## src/rtl/aru_pkg.sv

```systemverilog
package aru_pkg;

   localparam logic [4:0] OP_ADD  = 5'd0;
   localparam logic [4:0] OP_ADC  = 5'd1;
   localparam logic [4:0] OP_SUB  = 5'd2;
   localparam logic [4:0] OP_SBB  = 5'd3;
   localparam logic [4:0] OP_CMP  = 5'd4;
   localparam logic [4:0] OP_INC  = 5'd5;
   localparam logic [4:0] OP_DEC  = 5'd6;
   localparam logic [4:0] OP_NEG  = 5'd7;
   localparam logic [4:0] OP_AAA  = 5'd8;
   localparam logic [4:0] OP_DAA  = 5'd9;
   localparam logic [4:0] OP_AAS  = 5'd10;
   localparam logic [4:0] OP_DAS  = 5'd11;
   localparam logic [4:0] OP_MUL  = 5'd12;
   localparam logic [4:0] OP_IMUL = 5'd13;
   localparam logic [4:0] OP_DIV  = 5'd14;
   localparam logic [4:0] OP_IDIV = 5'd15;
   localparam logic [4:0] OP_AAD  = 5'd16;
   localparam logic [4:0] OP_CBW  = 5'd17;
   localparam logic [4:0] OP_CWD  = 5'd18;

   // Sixteen restoring division steps, spread evenly over the divider stages.
   localparam int DIV_STAGES     = 8;
   localparam int BITS_PER_STAGE = 2;

   typedef struct packed {
      logic [4:0]  opcode;
      logic        word_size;
      logic [15:0] dest;
      logic [15:0] src;
      logic [15:0] ax;
      logic [15:0] dx;
      logic        cin;
      logic        ain;
   } req_type;

   typedef struct packed {
      logic [15:0] res;
      logic        wb;
      logic [15:0] ax;
      logic [15:0] dx;
      logic        cf;
      logic        pf;
      logic        af;
      logic        zf;
      logic        sf;
      logic        of;
   } rec_type;

   typedef struct packed {
      logic [15:0] rem;
      logic [15:0] quo;
      logic [15:0] dvsr;
      logic        nd;
      logic        nv;
      logic        err;
   } div_type;

   typedef struct packed {
      logic [4:0]  opcode;
      logic        word_size;
      rec_type     rec;
      logic [31:0] prod;
      div_type     dv;
   } pipe_type;

   function automatic logic parity(input logic [7:0] v);
      return ~^v;
   endfunction

endpackage

```

## src/rtl/x86_16bit_arithmetic_unit.sv

```systemverilog
// 8086 arithmetic unit: ADD..NEG, decimal adjusts, MUL/IMUL, DIV/IDIV, AAD,
// CBW and CWD on byte or word operands.
// Requests arrive on the req_ channel (valid/stall) with the opcode, size,
// operands, AX, DX and the incoming CF and AF. Each request gives exactly one
// response on the rsp_ channel with the destination result, write-back mark,
// new AX and DX, the six flags and a divide-error mark.
// The unit is a pipeline of eleven register stages: input capture, operand
// stage (adder, BCD adjust, 17x17 multiplier, divider setup), eight divider
// stages retiring two quotient bits each, and the output register. A new
// request can be accepted every cycle unless the pipeline is frozen by a
// stalled response.
// While rsp_stall holds a valid response, the whole pipeline freezes and
// req_stall is raised; nothing is dropped or repeated.
// Reset clears all valid bits; the pipeline comes up empty and accepts a
// request as soon as reset is released.
module x86_16bit_arithmetic_unit (
   input  logic        clock,
   input  logic        reset,
   input  logic        req_valid,
   output logic        req_stall,
   input  logic [4:0]  req_opcode,
   input  logic        req_word_size,
   input  logic [15:0] req_dest_value,
   input  logic [15:0] req_src_value,
   input  logic [15:0] req_acc_low_word,
   input  logic [15:0] req_acc_high_word,
   input  logic        req_carry_in,
   input  logic        req_aux_carry_in,
   output logic        rsp_valid,
   input  logic        rsp_stall,
   output logic [15:0] rsp_result_value,
   output logic        rsp_write_back,
   output logic [15:0] rsp_acc_low_out,
   output logic [15:0] rsp_acc_high_out,
   output logic        rsp_carry_out,
   output logic        rsp_parity_out,
   output logic        rsp_aux_carry_out,
   output logic        rsp_zero_out,
   output logic        rsp_sign_out,
   output logic        rsp_overflow_out,
   output logic        rsp_divide_error
);

   localparam int NSTG = aru_pkg::DIV_STAGES;

   logic                      adv;
   logic                      in_valid_ff;
   aru_pkg::req_type          in_ff;
   logic [NSTG:0]             pipe_valid_ff;
   aru_pkg::pipe_type         pipe_ff [0:NSTG];
   aru_pkg::pipe_type         pipe_in [0:NSTG];
   aru_pkg::rec_type          back_rec;
   logic                      back_err;
   logic                      out_valid_ff;
   aru_pkg::rec_type          out_ff;
   logic                      out_err_ff;
   logic [4:0]                out_op_ff;

   assign adv       = !(out_valid_ff && rsp_stall);
   assign req_stall = !adv;

   aru_front u_front (
      .req  (in_ff),
      .pipe (pipe_in[0])
   );

   for (genvar g = 0; g < NSTG; g++) begin : g_div
      aru_div_stage u_stage (
         .stage_in  (pipe_ff[g]),
         .stage_out (pipe_in[g+1])
      );
   end

   aru_back u_back (
      .pipe    (pipe_ff[NSTG]),
      .rec     (back_rec),
      .div_err (back_err)
   );

   always_ff @(posedge clock) begin
      if (reset) begin
         in_valid_ff   <= 1'b0;
         pipe_valid_ff <= '0;
         out_valid_ff  <= 1'b0;
      end else if (adv) begin
         in_valid_ff   <= req_valid;
         pipe_valid_ff <= {pipe_valid_ff[NSTG-1:0], in_valid_ff};
         out_valid_ff  <= pipe_valid_ff[NSTG];
      end
   end

   always_ff @(posedge clock) begin
      if (adv) begin
         in_ff.opcode    <= req_opcode;
         in_ff.word_size <= req_word_size;
         in_ff.dest      <= req_dest_value;
         in_ff.src       <= req_src_value;
         in_ff.ax        <= req_acc_low_word;
         in_ff.dx        <= req_acc_high_word;
         in_ff.cin       <= req_carry_in;
         in_ff.ain       <= req_aux_carry_in;
         for (int i = 0; i <= NSTG; i++) begin
            pipe_ff[i] <= pipe_in[i];
         end
         out_ff     <= back_rec;
         out_err_ff <= back_err;
         out_op_ff  <= pipe_ff[NSTG].opcode;
      end
   end

   assign rsp_valid         = out_valid_ff;
   assign rsp_result_value  = out_ff.res;
   assign rsp_write_back    = out_ff.wb;
   assign rsp_acc_low_out   = out_ff.ax;
   assign rsp_acc_high_out  = out_ff.dx;
   assign rsp_carry_out     = out_ff.cf;
   assign rsp_parity_out    = out_ff.pf;
   assign rsp_aux_carry_out = out_ff.af;
   assign rsp_zero_out      = out_ff.zf;
   assign rsp_sign_out      = out_ff.sf;
   assign rsp_overflow_out  = out_ff.of;
   assign rsp_divide_error  = out_err_ff;

`ifndef SYNTHESIS
   a_stall_only_when_full: assert property (@(posedge clock) disable iff (reset)
      req_stall |-> out_valid_ff)
      else $error("request stalled with no response held");

   a_pipe_frozen: assert property (@(posedge clock) disable iff (reset)
      req_stall |=> ($stable(pipe_valid_ff) && $stable(in_valid_ff)))
      else $error("pipeline moved while the response was stalled");

   a_div_error_op: assert property (@(posedge clock) disable iff (reset)
      (out_valid_ff && out_err_ff) |->
         (out_op_ff == aru_pkg::OP_DIV || out_op_ff == aru_pkg::OP_IDIV))
      else $error("divide error on a non-divide operation");

   a_mul_flags: assert property (@(posedge clock) disable iff (reset)
      (out_valid_ff && (out_op_ff == aru_pkg::OP_MUL || out_op_ff == aru_pkg::OP_IMUL))
         |-> (out_ff.cf == out_ff.of))
      else $error("multiply carry and overflow disagree");
`endif

endmodule

```

## src/rtl/aru_front.sv

```systemverilog
module aru_front (
   input  aru_pkg::req_type  req,
   output aru_pkg::pipe_type pipe
);

   logic [15:0] mask, sign, d, s, x, y, ar;
   logic        cy, sub, keep;
   logic [16:0] sum17;
   logic        acf, aof, aaf;
   logic [7:0]  al, ah, al1, al2, aln;
   logic        cond, big;
   logic [15:0] tax;
   logic        sgn, nd, nv;
   logic [31:0] dividend, negd, a;
   logic [16:0] bneg;
   logic [15:0] b, hi;
   logic [16:0] ma, mb;
   logic [33:0] prod34;
   logic [31:0] mprod;
   aru_pkg::div_type dvs;

   always_comb begin
      mask = req.word_size ? 16'hFFFF : 16'h00FF;
      sign = req.word_size ? 16'h8000 : 16'h0080;
      d    = req.dest & mask;
      s    = req.src & mask;
      x    = d;
      y    = s;
      cy   = 1'b0;
      sub  = 1'b0;
      keep = 1'b0;
      unique case (req.opcode)
         aru_pkg::OP_ADC: cy = req.cin;
         aru_pkg::OP_SUB, aru_pkg::OP_CMP: sub = 1'b1;
         aru_pkg::OP_SBB: begin
            sub = 1'b1;
            cy  = req.cin;
         end
         aru_pkg::OP_INC: begin
            y    = 16'h0001;
            keep = 1'b1;
         end
         aru_pkg::OP_DEC: begin
            y    = 16'h0001;
            sub  = 1'b1;
            keep = 1'b1;
         end
         aru_pkg::OP_NEG: begin
            x   = 16'h0000;
            y   = d;
            sub = 1'b1;
         end
         default: ;
      endcase
      sum17 = sub ? ({1'b0, x} - {1'b0, y} - {16'h0000, cy})
                  : ({1'b0, x} + {1'b0, y} + {16'h0000, cy});
      ar  = sum17[15:0] & mask;
      acf = sub ? sum17[16] : (req.word_size ? sum17[16] : sum17[8]);
      aof = sub ? |((x ^ y) & (x ^ ar) & sign) : |((x ^ ar) & (y ^ ar) & sign);
      aaf = x[4] ^ y[4] ^ ar[4];
   end

   always_comb begin
      al   = req.ax[7:0];
      ah   = req.ax[15:8];
      cond = (al[3:0] > 4'd9) || req.ain;
      big  = (al > 8'h99) || req.cin;
      tax  = (req.opcode == aru_pkg::OP_AAA) ? (req.ax + 16'h0106) : (req.ax - 16'h0106);
      if (req.opcode == aru_pkg::OP_DAA) begin
         al1 = cond ? (al + 8'h06) : al;
         al2 = big ? (al1 + 8'h60) : al1;
      end else begin
         al1 = cond ? (al - 8'h06) : al;
         al2 = big ? (al1 - 8'h60) : al1;
      end
      aln = al + {ah[4:0], 3'b000} + {ah[6:0], 1'b0};

      pipe.opcode    = req.opcode;
      pipe.word_size = req.word_size;
      pipe.prod      = mprod;
      pipe.dv        = dvs;
      pipe.rec       = '0;
      pipe.rec.ax    = req.ax;
      pipe.rec.dx    = req.dx;
      unique case (req.opcode)
         aru_pkg::OP_ADD, aru_pkg::OP_ADC, aru_pkg::OP_SUB, aru_pkg::OP_SBB,
         aru_pkg::OP_CMP, aru_pkg::OP_INC, aru_pkg::OP_DEC, aru_pkg::OP_NEG: begin
            pipe.rec.cf = keep ? req.cin : acf;
            pipe.rec.af = aaf;
            pipe.rec.of = aof;
            pipe.rec.zf = (ar == 16'h0000);
            pipe.rec.sf = |(ar & sign);
            pipe.rec.pf = aru_pkg::parity(ar[7:0]);
         end
         aru_pkg::OP_AAA, aru_pkg::OP_AAS: begin
            pipe.rec.ax = (cond ? tax : req.ax) & 16'hFF0F;
            pipe.rec.cf = cond;
            pipe.rec.af = cond;
            pipe.rec.zf = (pipe.rec.ax[7:0] == 8'h00);
            pipe.rec.sf = pipe.rec.ax[7];
            pipe.rec.pf = aru_pkg::parity(pipe.rec.ax[7:0]);
         end
         aru_pkg::OP_DAA, aru_pkg::OP_DAS: begin
            pipe.rec.ax = {ah, al2};
            pipe.rec.cf = big;
            pipe.rec.af = cond;
            pipe.rec.zf = (al2 == 8'h00);
            pipe.rec.sf = al2[7];
            pipe.rec.pf = aru_pkg::parity(al2);
         end
         aru_pkg::OP_AAD: begin
            pipe.rec.ax = {8'h00, aln};
            pipe.rec.zf = (aln == 8'h00);
            pipe.rec.sf = aln[7];
            pipe.rec.pf = aru_pkg::parity(aln);
         end
         aru_pkg::OP_CBW: begin
            pipe.rec.ax = {{8{al[7]}}, al};
            pipe.rec.cf = req.cin;
            pipe.rec.af = req.ain;
         end
         aru_pkg::OP_CWD: begin
            pipe.rec.dx = {16{req.ax[15]}};
            pipe.rec.cf = req.cin;
            pipe.rec.af = req.ain;
         end
         aru_pkg::OP_MUL, aru_pkg::OP_IMUL, aru_pkg::OP_DIV, aru_pkg::OP_IDIV: ;
         default: begin
            pipe.rec.cf = req.cin;
            pipe.rec.af = req.ain;
         end
      endcase
      if (req.opcode <= aru_pkg::OP_NEG) begin
         pipe.rec.res = ar;
         pipe.rec.wb  = (req.opcode != aru_pkg::OP_CMP);
      end else begin
         pipe.rec.res = pipe.rec.ax;
         pipe.rec.wb  = 1'b0;
      end
   end

   // Multiplier: both sizes share one 17x17 signed product.
   always_comb begin
      sgn = (req.opcode == aru_pkg::OP_IMUL);
      if (req.word_size) begin
         ma = {sgn & d[15], d};
         mb = {sgn & req.ax[15], req.ax};
      end else begin
         ma = {{9{sgn & d[7]}}, d[7:0]};
         mb = {{9{sgn & al[7]}}, al};
      end
      prod34 = $signed(ma) * $signed(mb);
      mprod  = prod34[31:0];
   end

   // Divider setup: magnitudes, and the early check that the quotient fits the operand size.
   always_comb begin
      dividend = req.word_size ? {req.dx, req.ax} : {16'h0000, req.ax};
      nd       = (req.opcode == aru_pkg::OP_IDIV) &
                 (req.word_size ? req.dx[15] : req.ax[15]);
      nv       = (req.opcode == aru_pkg::OP_IDIV) & (req.word_size ? d[15] : d[7]);
      negd     = 32'd0 - dividend;
      a        = nd ? (req.word_size ? negd : {16'h0000, negd[15:0]}) : dividend;
      bneg     = (req.word_size ? 17'h10000 : 17'h00100) - {1'b0, d};
      b        = nv ? bneg[15:0] : d;
      hi       = req.word_size ? a[31:16] : {8'h00, a[15:8]};
      dvs.rem  = req.word_size ? a[31:16] : 16'h0000;
      dvs.quo  = a[15:0];
      dvs.dvsr = b;
      dvs.nd   = nd;
      dvs.nv   = nv;
      dvs.err  = (b == 16'h0000) || (hi >= b);
   end

endmodule

```

## src/rtl/aru_div_stage.sv

```systemverilog
module aru_div_stage (
   input  aru_pkg::pipe_type stage_in,
   output aru_pkg::pipe_type stage_out
);

   logic [16:0] t;
   logic [15:0] rem, quo;
   logic        qb;

   always_comb begin
      rem = stage_in.dv.rem;
      quo = stage_in.dv.quo;
      t   = '0;
      qb  = 1'b0;
      for (int i = 0; i < aru_pkg::BITS_PER_STAGE; i++) begin
         t = {rem, quo[15]};
         if (t >= {1'b0, stage_in.dv.dvsr}) begin
            t  = t - {1'b0, stage_in.dv.dvsr};
            qb = 1'b1;
         end else begin
            qb = 1'b0;
         end
         rem = t[15:0];
         quo = {quo[14:0], qb};
      end
      stage_out        = stage_in;
      stage_out.dv.rem = rem;
      stage_out.dv.quo = quo;
   end

endmodule

```

## src/rtl/aru_back.sv

```systemverilog
module aru_back (
   input  aru_pkg::pipe_type pipe,
   output aru_pkg::rec_type  rec,
   output logic              div_err
);

   logic        ovf, sgn, neg, err;
   logic [15:0] lo, hi, limit, q, r;

   always_comb begin
      rec     = pipe.rec;
      div_err = 1'b0;
      lo      = pipe.prod[15:0];
      hi      = pipe.prod[31:16];
      sgn     = (pipe.opcode == aru_pkg::OP_IDIV);
      neg     = pipe.dv.nd ^ pipe.dv.nv;
      if (pipe.word_size) begin
         limit = neg ? 16'h8000 : 16'h7FFF;
      end else begin
         limit = neg ? 16'h0080 : 16'h007F;
      end
      err = pipe.dv.err || (sgn && (pipe.dv.quo > limit));
      q   = (sgn && neg) ? (16'h0000 - pipe.dv.quo) : pipe.dv.quo;
      r   = (sgn && pipe.dv.nd) ? (16'h0000 - pipe.dv.rem) : pipe.dv.rem;
      ovf = 1'b0;
      unique case (pipe.opcode)
         aru_pkg::OP_MUL, aru_pkg::OP_IMUL: begin
            if (pipe.word_size) begin
               ovf = (pipe.opcode == aru_pkg::OP_MUL) ? (hi != 16'h0000)
                                                       : (hi != {16{lo[15]}});
               rec.ax = lo;
               rec.dx = hi;
               rec.zf = (lo == 16'h0000);
               rec.sf = lo[15];
            end else begin
               ovf = (pipe.opcode == aru_pkg::OP_MUL) ? (lo[15:8] != 8'h00)
                                                       : (lo[15:8] != {8{lo[7]}});
               rec.ax = lo;
               rec.zf = (lo[7:0] == 8'h00);
               rec.sf = lo[7];
            end
            rec.pf  = aru_pkg::parity(lo[7:0]);
            rec.cf  = ovf;
            rec.of  = ovf;
            rec.af  = 1'b0;
            rec.res = rec.ax;
         end
         aru_pkg::OP_DIV, aru_pkg::OP_IDIV: begin
            if (!err) begin
               if (pipe.word_size) begin
                  rec.ax = q;
                  rec.dx = r;
               end else begin
                  rec.ax = {r[7:0], q[7:0]};
               end
            end
            div_err = err;
            rec.res = rec.ax;
         end
         default: ;
      endcase
   end

endmodule
```

## config.mk

```make
export PLATFORM = sky130hd
export DESIGN_NAME = x86_16bit_arithmetic_unit
export DESIGN_NICKNAME = d
export VERILOG_FILES = /design/src/rtl/aru_pkg.sv /design/src/rtl/x86_16bit_arithmetic_unit.sv /design/src/rtl/aru_front.sv /design/src/rtl/aru_div_stage.sv /design/src/rtl/aru_back.sv
export SDC_FILE = /design/constraint.sdc
export NUM_CORES = 2
export LEC_CHECK = 0
export BUFFER_PORTS_ARGS = -buffer_cell sky130_fd_sc_hd__buf_2
export CORE_MARGIN = 5
export CORE_UTILIZATION = 39
export DETAILED_ROUTE_END_ITERATION = 10
export PLACE_DENSITY = 0.54
export SYNTH_ARGS = -nofsm -noshare
export SYNTH_HDL_FRONTEND = slang
export SYNTH_SLANG_ARGS = --single-unit
```

## constraint.sdc

```tcl
create_clock -name clock -period 92.7 [get_ports clock]
set_input_delay 0 -clock clock [delete_from_list [all_inputs] [get_ports clock]]
set_output_delay 0 -clock clock [all_outputs]
set_load 0.05 [all_outputs]
```

==> flow_summary.json <==
{
  "firstDrtPassIters": 5,
  "pwr-share-comb": 0.453,
  "finalPower_mw": 2.910,
  "setup_violations": 0,
  "start_util": 0.3921,
  "core_area_um2": 195000,
  "reg2reg_setup_slack_ns": 84.13,
  "status": "finished, final reports clean",
  "stdcell_area_um2": 86850,
  "power_density_nw_per_um2": 33.51,
  "intPower_mw": 1.854,
  "hold_slack_ns": 0.1023,
  "p_leak_nw": 35.44,
  "syn2layout_area_growth_pct": 13.61,
  "maxCapViolations": 0,
  "rsz0062_at_grt": "no",
  "min_period_ns": 8.573,
  "synth_edf_count": 1408,
  "avgSynthCellArea_um2": 12.62,
  "hp-class": "in -> reg",
  "synth_flop_cell": "edfxtp_1",
  "fin_skew_ns": 0.04654,
  "ios": 134,
  "pre_cts_slack_ns": 84.16,
  "layout_commonest_cell": "edfxtp_1",
  "stdcell_count": 9148,
  "cts_max_level": 4,
  "worstMarginPinSlew_ns": 1.140,
  "power.share.clock": 0.207,
  "syn_area_um2": 76450,
  "post-route-drc-count": 0,
  "drt_iter0_drc": 3464,
  "cts_root_buffer": "clkbuf_16",
  "die_y_um": 452.7,
  "min_period_over_period": 0.09248,
  "arrival_ns": 9.08,
  "vdd_drop_max_mv": 0.01833,
  "switching_power_mw": 1.057,
  "postCtsSetupBuffers": 0,
  "clk_latency_ns": 0.79,
  "cts.clk_slew.worst_paths_ns": 0.06,
  "pwr-share-seq": 0.340,
  "critical_path_class": "reg -> reg",
  "final_cell_mix": "1408 x edfxtp_1, 638 x inv_1, 463 x ha_1, 413 x nand2_1, 364 x nor2_1",
  "ant_nets": 0,
  "post-route-util": 0.4454,
  "nNetsFinal": 7243,
  "post_drt_wl_per_cell_um": 20.22,
  "vias": 46690,
  "syn-num-nets": 6907,
  "layout-drive-gt1-share": 0.09506,
  "die_w_um": 452.7,
  "swShare": 0.3631,
  "critPathCaptureType": "register",
  "place_congestion": 0.8991,
  "setup_tns_ns": 0,
  "gr-total-overflow": 0,
  "required_ns": 93.21,
  "fmax_ghz": 0.1166,
  "crit_fanout": 17,
  "netlist_instances": 6060,
  "yosysSeqAreaShare": 0.5559,
  "synth-seq-cells": 1419,
  "hpwl_um": 138600,
  "yosys_warnings": 0,
  "relSlewSlack": 0.2403,
  "hold_viol_final": 0,
  "io_buffers": 133,
  "layout_setup_ws_ns": 84.13,
  "clockBufferDepth": 3,
  "final_max_slew_viol_count": 0,
  "grt_max_degree": 187,
  "wirelength_um": 185000,
  "grt_usage": 0.1796,
  "cts_tree": "yes",
  "cts_buffers": 151,
  "dpl_cell_area_um2": 80280,
  "async_flop_share": 0,
  "grt_pass1_wl_um": 284300,
  "antenna_found_initial": 6,
  "die_area_um2": 205000,
  "rows": 162,
  "startpoint_type": "register",
  "cts.sinks": 1419,
  "place_inst": 8716,
  "avgViaCountPerCell": 5.103,
  "ys_types": 91,
  "grt_pass1_vias": 46650
}
state kept, by name, indices dropped and copies added, names as in the netlist, 9 cells and up:
name,cells
in_ff,72
pipe_ff,1280
pipe_valid_ff,9
rsp_acc_high_out,16
rsp_acc_low_out,16
rsp_result_value,16
worst paths after layout:
check,from,cells after the start,end
setup / recovery,in_ff[67]$_DFFE_PN_,25,pipe_ff[0][82]$_DFFE_PN_
hold / removal,req_word_size,2,in_ff[66]$_DFFE_PN_
setup reg to reg,in_ff[67]$_DFFE_PN_,25,pipe_ff[0][82]$_DFFE_PN_
hold reg to reg,pipe_ff[0][114]$_DFFE_PN_,0,pipe_ff[0][258]$_DFFE_PN_
per-layer routing:
layer,vias to the layer above,track usage,wire [um]
li1,22430,-,-
met4,0,0.04822,4831
met1,22850,0.2533,85190
met2,1143,0.2872,85060
met5,-,0,0
met3,258,0.03246,9923
area by class of cell:
class	instances	area (um2)
clock buffer	175	3911
clock inverter	104	1151
sequential	1419	42500
antenna	2	5.005
timing repair buffer	353	2708
inverter	642	2410
tap	2624	3283
multi-input combinational	3829	30890
fill	17850	108100
synthesized netlist by cell type (14+ instances only):
cell | count | area [um2]
edfxtp_1 | 1408 | 42280
inv_1 | 638 | 2395
ha_1 | 463 | 5793
nand2_1 | 414 | 1554
nor2_1 | 366 | 1374
a21oi_1 | 323 | 1617
fa_1 | 308 | 6166
o21ai_0 | 269 | 1346
xnor2_1 | 241 | 2111
clkbuf_1 | 146 | 548.0
and2_1 | 129 | 807.0
mux2_2 | 128 | 1441
a21o_1 | 113 | 848.3
nor3_1 | 107 | 535.5
xor2_1 | 99 | 867.1
nand3_1 | 77 | 385.4
nand4_1 | 68 | 425.4
o21a_1 | 62 | 465.5
nand2b_1 | 49 | 306.5
nor2b_1 | 47 | 294.0
mux2i_1 | 46 | 460.4
or3_1 | 37 | 231.5
o21bai_1 | 32 | 240.2
o31ai_1 | 32 | 240.2
a211oi_1 | 29 | 217.7
and3_1 | 28 | 175.2
a31oi_1 | 27 | 168.9
a21boi_0 | 25 | 187.7
nor4_1 | 25 | 156.4
a221o_1 | 21 | 210.2
o211ai_1 | 20 | 150.1
or2_2 | 18 | 112.6
a211o_1 | 17 | 148.9
o22ai_1 | 16 | 100.1
o41ai_1 | 16 | 140.1
or4_1 | 14 | 105.1
cell families after synthesis:
kind of cell,share of synthesized area
adders and majority gates,0.1564
xor gates and xnor gates,0.03895
and+or+nand+nor,0.08908
AOI/OAI and AO/OA,0.09432
buffers and inverters,0.04041
DFF,0.5559
muxes,0.02488
critical path, stage by stage, from the launching register on:
cell      delay, ns
edfxtp_1       0.59
nor2b_1        0.26
nand4b_1       0.26
nor2_1         0.24
and2_1         0.38
a21o_1         0.65
nand2_1        0.17
fa_1           0.57
inv_1          0.05
fa_1           0.52
fa_1           0.45
fa_1           0.52
fa_1           0.54
inv_1          0.05
fa_1           0.52
inv_1          0.04
ha_1           0.32
and3_1         0.25
a211oi_1       0.40
o21ai_0        0.15
a21oi_1        0.30
o22ai_1        0.15
o41a_1         0.38
a211o_1        0.28
a21oi_1        0.17
xnor2_1        0.08
power groups by stage:
stage               Combinational [mW]  Clock [mW]  Sequential, mW
global placement                  1.30           0            1.00
global route                      1.48       0.649            1.00
finish                            1.32       0.602           0.989
detailed placement                1.30           0            1.00
CTS                               1.32       0.622           0.991
floorplan                         1.02           0           0.978
timing repair:
item                                    in CTS  in global routing
resized for setup                            0                  0
endpoints found under the setup margin       0                  0
hold buffers                               151                  0
endpoints found under the hold margin      110                  0
No activity file was read; power rests on OpenSTA's default activity.
